<file path="src/rtl/core/brq_pkg.sv">
// Package with the widths, operation codes and shared types of the bitmap range unit.
`default_nettype none
package brq_pkg;

   localparam int BITS       = 1024;
   localparam int DIGIT      = 8;
   localparam int NUM_DIGITS = BITS / DIGIT;
   localparam int DIGIT_LOG  = $clog2(DIGIT);
   localparam int DCNT_W     = $clog2(NUM_DIGITS);
   localparam int POS_W      = $clog2(BITS);
   localparam int OP_W       = 3;
   localparam int INDEX_W    = 10;
   localparam int RESULT_W   = 11;
   localparam int CMP_W      = (POS_W > INDEX_W) ? POS_W : INDEX_W;

   localparam logic [OP_W-1:0] OP_CLEAR  = 3'd0;
   localparam logic [OP_W-1:0] OP_SET    = 3'd1;
   localparam logic [OP_W-1:0] OP_INVERT = 3'd2;
   localparam logic [OP_W-1:0] OP_COUNT  = 3'd3;
   localparam logic [OP_W-1:0] OP_RUN    = 3'd4;

   typedef struct packed {
      logic [OP_W-1:0]  op;
      logic [CMP_W-1:0] lo;
      logic [CMP_W-1:0] hi;
      logic             empty;
   } scan_ctrl_type;

   typedef struct packed {
      logic [RESULT_W-1:0] count;
      logic [RESULT_W-1:0] run;
      logic [RESULT_W-1:0] best;
   } scan_acc_type;

endpackage
`default_nettype wire

</file>
<file path="src/rtl/core/brq_digit_alu.sv">
// Digit datapath: updates one digit of the bitmap and folds it into count and run.
`default_nettype none
module brq_digit_alu import brq_pkg::*; (
   input  scan_ctrl_type    ctrl,
   input  logic [POS_W-1:0] base,
   input  logic [DIGIT-1:0] digit_in,
   input  scan_acc_type     acc_in,
   output logic [DIGIT-1:0] digit_out,
   output scan_acc_type     acc_out
);

   logic [DIGIT-1:0] in_range;
   logic [CMP_W-1:0] pos;
   scan_acc_type     acc_v;

   always_comb begin
      pos = '0;
      for (int j = 0; j < DIGIT; j++) begin
         pos = CMP_W'(base) + CMP_W'(j);
         in_range[j] = !ctrl.empty && (pos >= ctrl.lo) && (pos <= ctrl.hi);
      end
   end

   always_comb begin
      digit_out = digit_in;
      for (int j = 0; j < DIGIT; j++) begin
         if (in_range[j]) begin
            case (ctrl.op)
               OP_CLEAR:  digit_out[j] = 1'b0;
               OP_SET:    digit_out[j] = 1'b1;
               OP_INVERT: digit_out[j] = ~digit_in[j];
               default:   digit_out[j] = digit_in[j];
            endcase
         end
      end
   end

   // Clear bits and bits outside the range break a run, so the run counter restarts there.
   always_comb begin
      acc_v = acc_in;
      for (int j = 0; j < DIGIT; j++) begin
         if (in_range[j] && digit_in[j]) begin
            acc_v.count = acc_v.count + RESULT_W'(1);
            acc_v.run   = acc_v.run + RESULT_W'(1);
            if (acc_v.run > acc_v.best) begin
               acc_v.best = acc_v.run;
            end
         end else begin
            acc_v.run = '0;
         end
      end
      acc_out = acc_v;
   end

endmodule
`default_nettype wire

</file>
<file path="config.mk">
export PLATFORM = sky130hd
export DESIGN_NAME = brq_digit_alu
export DESIGN_NICKNAME = d
export VERILOG_FILES = /design/src/rtl/core/brq_pkg.sv /design/src/rtl/core/brq_digit_alu.sv
export SDC_FILE = /design/constraint.sdc
export NUM_CORES = 1
export LEC_CHECK = 0
export BUFFER_PORTS_ARGS = -buffer_cell sky130_fd_sc_hd__clkbuf_2
export CORE_UTILIZATION = 30
export DETAILED_ROUTE_END_ITERATION = 12
export GPL_TIMING_DRIVEN = 1
export SLEW_MARGIN = 20
export SYNTH_ARGS = -nofsm -noshare
export SYNTH_HDL_FRONTEND = slang
export SYNTH_SLANG_ARGS = --single-unit
export TNS_END_PERCENT = 5
</file>
<file path="constraint.sdc">
create_clock -name vclk -period 28.1
set_clock_uncertainty 0.1 [all_clocks]
set_input_delay 0 -clock vclk [all_inputs]
set_output_delay 0 -clock vclk [all_outputs]
set_load 0.05 [all_outputs]
</file>
==> summary.txt, run 1 <==
Outcome
  – Run status: complete, no violations

Floorplan
  – Placeable core region: roughly 38000 sq um
  – Die Footprint: roughly 39000 sq um
  – Die boundary width: roughly 200 um
  – Initial cell density of the core: 0.307
  – Io pins: about 120
  – Number of placement rows: between 70 and 80
  – Vert. Die Dim: 199 um

Timing
  – Final-report setup violation count: 0
  – Post-route minimum period: between 20000 and 25000 ps
  – Max Fclk: 45.3 MHz
  – Worst hold-check slack: approximately 350 ps
  – Final worst-path cycle share: 0.785
  – Max-slew headroom: 0.372
  – Number of hold-slack violations in the final timing report: 0
  – RSZ-0062 raised after global routing: no
  – Slew @ Worst Pin: 936 ps
  – Setup TNS: 0 ps
  – Max-slew violation total from the final report: 0

Pwr
  – Standby leakage power: a little under 6 nW
  – Worst VDD drop: just under 0.000008 V
  – Flop pwr share: 0
  – Power per Cell Area: ~16 nW/um^2
  – Clock share of power: 0
  – Internal power: approximately 70 uW
  – Part of the power in combinational logic: 1.000
  – Switch Pwr: ~130 uW
  – Fraction of power spent switching nets: 0.642
  – Total power: between 150 and 200 uW

Setup path
  – Most prevalent standard cell on the critical path: o21a_1
  – Stage delay of the slowest cell on the critical path: roughly 640 ps
  – CP required: 28000 ps
  – Arrival time worst endpoint: between 20000 and 25000 ps
  – Crit Path Class: in2out
  – Max FO, Critical Path: 18
  – Startpoint of the worst setup timing path: base[2]
  – Critical path endpoint: acc_out[9]
  – Capturing element type of the critical path: output pin
  – Worst Setup Start Kind: input pin
  – Master of the slowest instance on the critical path: nor2_1

Clock tree
  – Setup bufs post-CTS: 0
  – Gates resized, CTS repair: 0
  – Post-CTS Hold Fix Bufs: 0

Placement
  – Placed standard-cell area: 12700 sq um
  – Count of port buffers added during placement: 116
  – Detail Placement HPWL: between 30000 and 40000 um
  – Placer congestion estimate: around 0.95

Detailed routing
  – Count of nets left with antenna violations after detail routing: 0
  – Via count: about 13000
  – DRC violation count after routing: 0
  – Total length of routed wires: slightly above 40000 um
  – Drt via density: approximately 5.7
  – Number of violations reported at the end of detailed-routing iteration 0: 932
  – First drt pass iteration count: 5
  – Final routed wire length divided by cell count: 18.8 um

Synth
  – Dominant cells by area after synthesis: ha_1, xnor2_1, o21a_1
  – Area share of the largest cell type after synthesis: 0.265
  – Share of the yosys chip area belonging to registers: 0
  – Synthesized net count: between 1500 and 2000
  – Instance count of the mapped netlist: 1625
  – Post-synthesis average cell area: between 7 and 8 sq um
  – Cell Area, Synth: 11600 sq um
  – Yosys warns: 0
  – Synth cell types: 84
  – Library cell occupying the most area in the post-synthesis netlist: ha_1

Global routing
  – Total congestion overflow after global routing: 0
  – Initial antenna violation count: 2
  – Maximum number of pins on one net before global-route repair: 27
  – First-pass GRT wire length: 65400 um
  – Total routing resource utilization after global routing: 0.207
  – Via count of the first global-routing pass: around 12000

Finish
  – Sequential cell count: 0
  – Fill count: between 4000 and 5000
  – Register area: 0 sq um
  – Final design instance area without fill: between 10000 and 15000 sq um
  – Area growth syn-to-layout: 9.58%
  – Area of combinational cells with multiple inputs: approximately 11000 sq um
  – CLK BUF: 0
  – Share of cells above drive strength 1: 0.121
  – Number of nets in the layout: slightly above 2000

Flow run
  – Max_cap viols: 0

Worst hold path
  – Tightest Hold Check Type: in2out
[power by group through the flow]
stage | sequential [mW] | clock [mW] | combinational [mW]
floorplan | 0 | 0 | 0.140
CTS | 0 | 0 | 0.196
global placement | 0 | 0 | 0.191
detailed placement | 0 | 0 | 0.195
global route | 0 | 0 | 0.219
finish | 0 | 0.00000000955 | 0.198
[worst max-delay path, delay by kind of cell]
family | cells | cell delay (ps)
simple gates | 23 | 4260
buf+inv | 7 | 1500
mux | 3 | 980
compound gates | 75 | 12810
fa+ha+maj | 8 | 2430
[cell type report]
cell class                 instances  share of cell area
multi-input combinational       1464               0.865
timing repair buffer             128              0.0528
tap                              511              0.0503
inverter                         107              0.0316
antenna                            2            0.000394
[cells by family (layout without fill, tap and decap cells)]
kind of cell	after synthesis	after routing	share of synthesized area
muxes	48	48	0.0445
xor gates and xnor gates	163	163	0.127
and+or+nand+nor	595	595	0.265
AOI/OAI and AO/OA	411	411	0.244
other	0	2	0
buffers and inverters	161	235	0.0530
adders and majority gates	247	247	0.266
[cells in the mapped netlist (5+ instances only)]
library cell and number:
ha_1 246, nand2_1 142, nor2_1 133, inv_1 106, xnor2_1 100, a21oi_1 84
o21a_1 83, o21ai_0 76, nand3_1 60, xor2_1 57, nand4_1 52, nor3_1 51
clkbuf_1 40, a21o_1 38, mux2_2 29, nand2b_1 20, nor2b_1 20, mux2i_1 19
a211oi_1 18, o31ai_1 18, and3_1 15, nor4_1 14, and4_1 13, or2_2 11
and2_1 10, o31a_1 9, or3_1 9, buf_1 8, o211ai_1 8, a211o_1 7
nor3b_1 7, o22ai_1 7, a2111oi_0 5, a31oi_1 5, buf_2 5
[cell usage in the layout, fill, tap and decap left out, types with 57 or more instances in the layout]
master / count
nand3_1: 60
inv_1: 106
a21oi_1: 83
xnor2_1: 100
ha_1: 246
nand2_1: 142
o21a_1: 83
xor2_1: 57
clkbuf_2: 116
nor2_1: 133
o21ai_0: 76
[how the worst min path moves through the flow]
stage	startpoint	cells past startpoint	slack [ps]	to
finish	digit_in[7]	4	350	digit_out[7]
global route	digit_in[7]	4	400	digit_out[7]
CTS	digit_in[7]	4	360	digit_out[7]
detailed placement	digit_in[7]	4	350	digit_out[7]
global placement	digit_in[7]	4	350	digit_out[7]
floorplan	digit_in[1]	2	220	digit_out[1]
[layer usage]
metal	up-vias	global-route usage	wire length (um)
met2	415	0.372	20000
met4	0	0.0567	1110
met1	5925	0.263	17900
met3	61	0.0168	2510
li1	6121	-	-
met5	-	0	0
[stage by stage]
stage / utilization / cells / setup WS [ps]
6_report: 0.336 / 2212 / 6030
5_1_grt: 0.336 / 2210 / 4560
4_1_cts: 0.336 / 2210 / 6120
3_5_place_dp: 0.336 / 2210 / 6220
3_3_place_gp: 0.336 / 2210 / 6630
2_1_floorplan: - / 1625 / 7360
(Power assumes the default switching activity.)
==> inputs of run 2 (changes only) <==
Clock period 28.1 ns to 21.2 ns, I/O delays scaled along.
==> run 2 against run 1 <==
Critical path depth is 2 higher. First-iteration DRC count is 28% lower. Largest cell class unchanged. Count of clock-buffer cells in the layout stayed put. Total power is 38% higher. Critical endpoint unchanged. Flip-flop and latch count stayed put. Sequential share of layout area stayed put.
==> summary.txt, run 2 (same netlist as run 1, synthesis figures left out) <==
Placement
  – Placed standard-cell area: about 13000 sq um
  – Detail Placement HPWL: between 30000 and 40000 um
  – Worst Setup Slack post-DPL: 705 ps
  – Placer congestion estimate: 0.978
  – Count of port buffers added during placement: roughly 120

Pwr
  – Power per Cell Area: between 20 and 25 nW/um^2
  – Clock share of power: 0
  – Flop pwr share: 0
  – Internal power: 102 uW
  – Part of the power in combinational logic: 1.000
  – Fraction of power spent switching nets: 0.627
  – Worst VDD drop: between 0.00001 and 0.000015 V
  – Standby leakage power: between 6 and 7 nW
  – Switch Pwr: roughly 170 uW

Floorplan
  – Die Footprint: between 30000 and 40000 sq um
  – Io pins: between 100 and 150
  – Vert. Die Dim: 199 um
  – Number of placement rows: between 70 and 80
  – Die boundary width: roughly 200 um
  – Initial cell density of the core: 0.307
  – Placeable core region: 37800 sq um

Global routing
  – Total congestion overflow after global routing: 0
  – Initial antenna violation count: 2
  – First-pass GRT wire length: ~67000 um
  – Maximum number of pins on one net before global-route repair: 27
  – Via count of the first global-routing pass: approximately 13000
  – Total routing resource utilization after global routing: 0.211

Timing
  – Post-route minimum period: 19880 ps
  – Worst hold-check slack: about 350 ps
  – Number of hold-slack violations in the final timing report: 0
  – Slew @ Worst Pin: ~1100 ps
  – Max-slew headroom: 0.286
  – Minimum setup slack in the final design: between 1000 and 1500 ps
  – Final worst-path cycle share: 0.938
  – Max Fclk: 50.3 MHz
  – Setup TNS: 0 ps
  – Final-report setup violation count: 0
  – Max-slew violation total from the final report: 0

Finish
  – Final design instance area without fill: between 10000 and 15000 sq um
  – Area growth syn-to-layout: 13.3%
  – Sequential cell count: 0
  – Utilization of the core after routing: 0.347
  – Register area: 0 sq um
  – Share of cells above drive strength 1: 0.145
  – Commonest non-fill, non-tap cells in the layout: ha_1, nand2_1, nor2_1
  – Number of nets in the layout: between 2000 and 2500
  – CLK BUF: 0
  – Most frequent standard cell in the layout excluding fill and tap cells: ha_1

Setup path
  – CP bufs+invs: 9
  – Arrival time worst endpoint: a little under 20000 ps
  – Master of the slowest instance on the critical path: mux2_2
  – Top cell family by delay on the critical path: compound AO/OA/AOI/OAI gates
  – Stage delay of the slowest cell on the critical path: between 300 and 400 ps
  – CP required: ~21000 ps
  – Max FO, Critical Path: 18
  – Capturing element type of the critical path: output pin
  – Most prevalent standard cell on the critical path: o21a_1
  – Worst Setup Start Kind: input pin
  – Crit Path Class: in2out

Detailed routing
  – DRC violation count after routing: 0
  – Final routed wire length divided by cell count: 18.8 um
  – First drt pass iteration count: 5
  – Via count: roughly 13000
  – Total length of routed wires: 42200 um
  – Count of nets left with antenna violations after detail routing: 0
  – Number of violations reported at the end of detailed-routing iteration 0: 667
  – Drt via density: 5.61

Outcome
  – Run status: complete, no violations

Clock tree
  – Post-CTS Hold Fix Bufs: 0

Flow run
  – Max_cap viols: 0

Worst hold path
  – Tightest Hold Check Type: in2out
-- run 2: layout make-up --
| class | count | area, sq um |
|---|---|---|
| Antenna cell | 2 | 5.00 |
| Fill cell | 4117 | 24700 |
| Inverter | 107 | 402 |
| Multi-Input combinational cell | 1464 | 11100 |
| Tap cell | 511 | 639 |
| Timing Repair Buffer | 164 | 1050 |
-- run 2: metal layers --
layer,track usage,part of all wire,vias up
met1,0.273,0.44,5939
met5,0,0,-
met3,0.0122,0.048,85
met4,0.0613,0.032,0
li1,-,-,6189
met2,0.373,0.48,396
-- run 2: per-stage QoR --
stage | instances | power (mW)
final | 2248 | 0.272
after global routing | 2246 | 0.301
after CTS | 2240 | 0.269
after detailed placement | 2240 | 0.267
after global placement | 2240 | 0.263
after floorplan | 1625 | 0.186
-- run 2: power by group through the flow --
stage               clock network [mW]  registers [mW]  logic [mW]
floorplan                            0               0       0.186
global placement                     0               0       0.263
detailed placement                   0               0       0.267
CTS                                  0               0       0.269
global route                         0               0       0.301
finish                    0.0000000126               0       0.272
-- run 2: path summary, 6_finish.rpt --
| check | startpoint | to | slack [ps] | depth (start not counted) |
|---|---|---|---|---|
| setup / recovery | acc_in[11] | acc_out[9] | 1320 | 118 |
| hold / removal | digit_in[2] | digit_out[2] | 350 | 4 |
-- run 2: timing repair --
| item | CTS | global route |
|---|---|---|
| gates resized for setup | 0 | 20 |
| endpoints found under the setup margin | 0 | 11 |
| setup buffers | 0 | 6 |
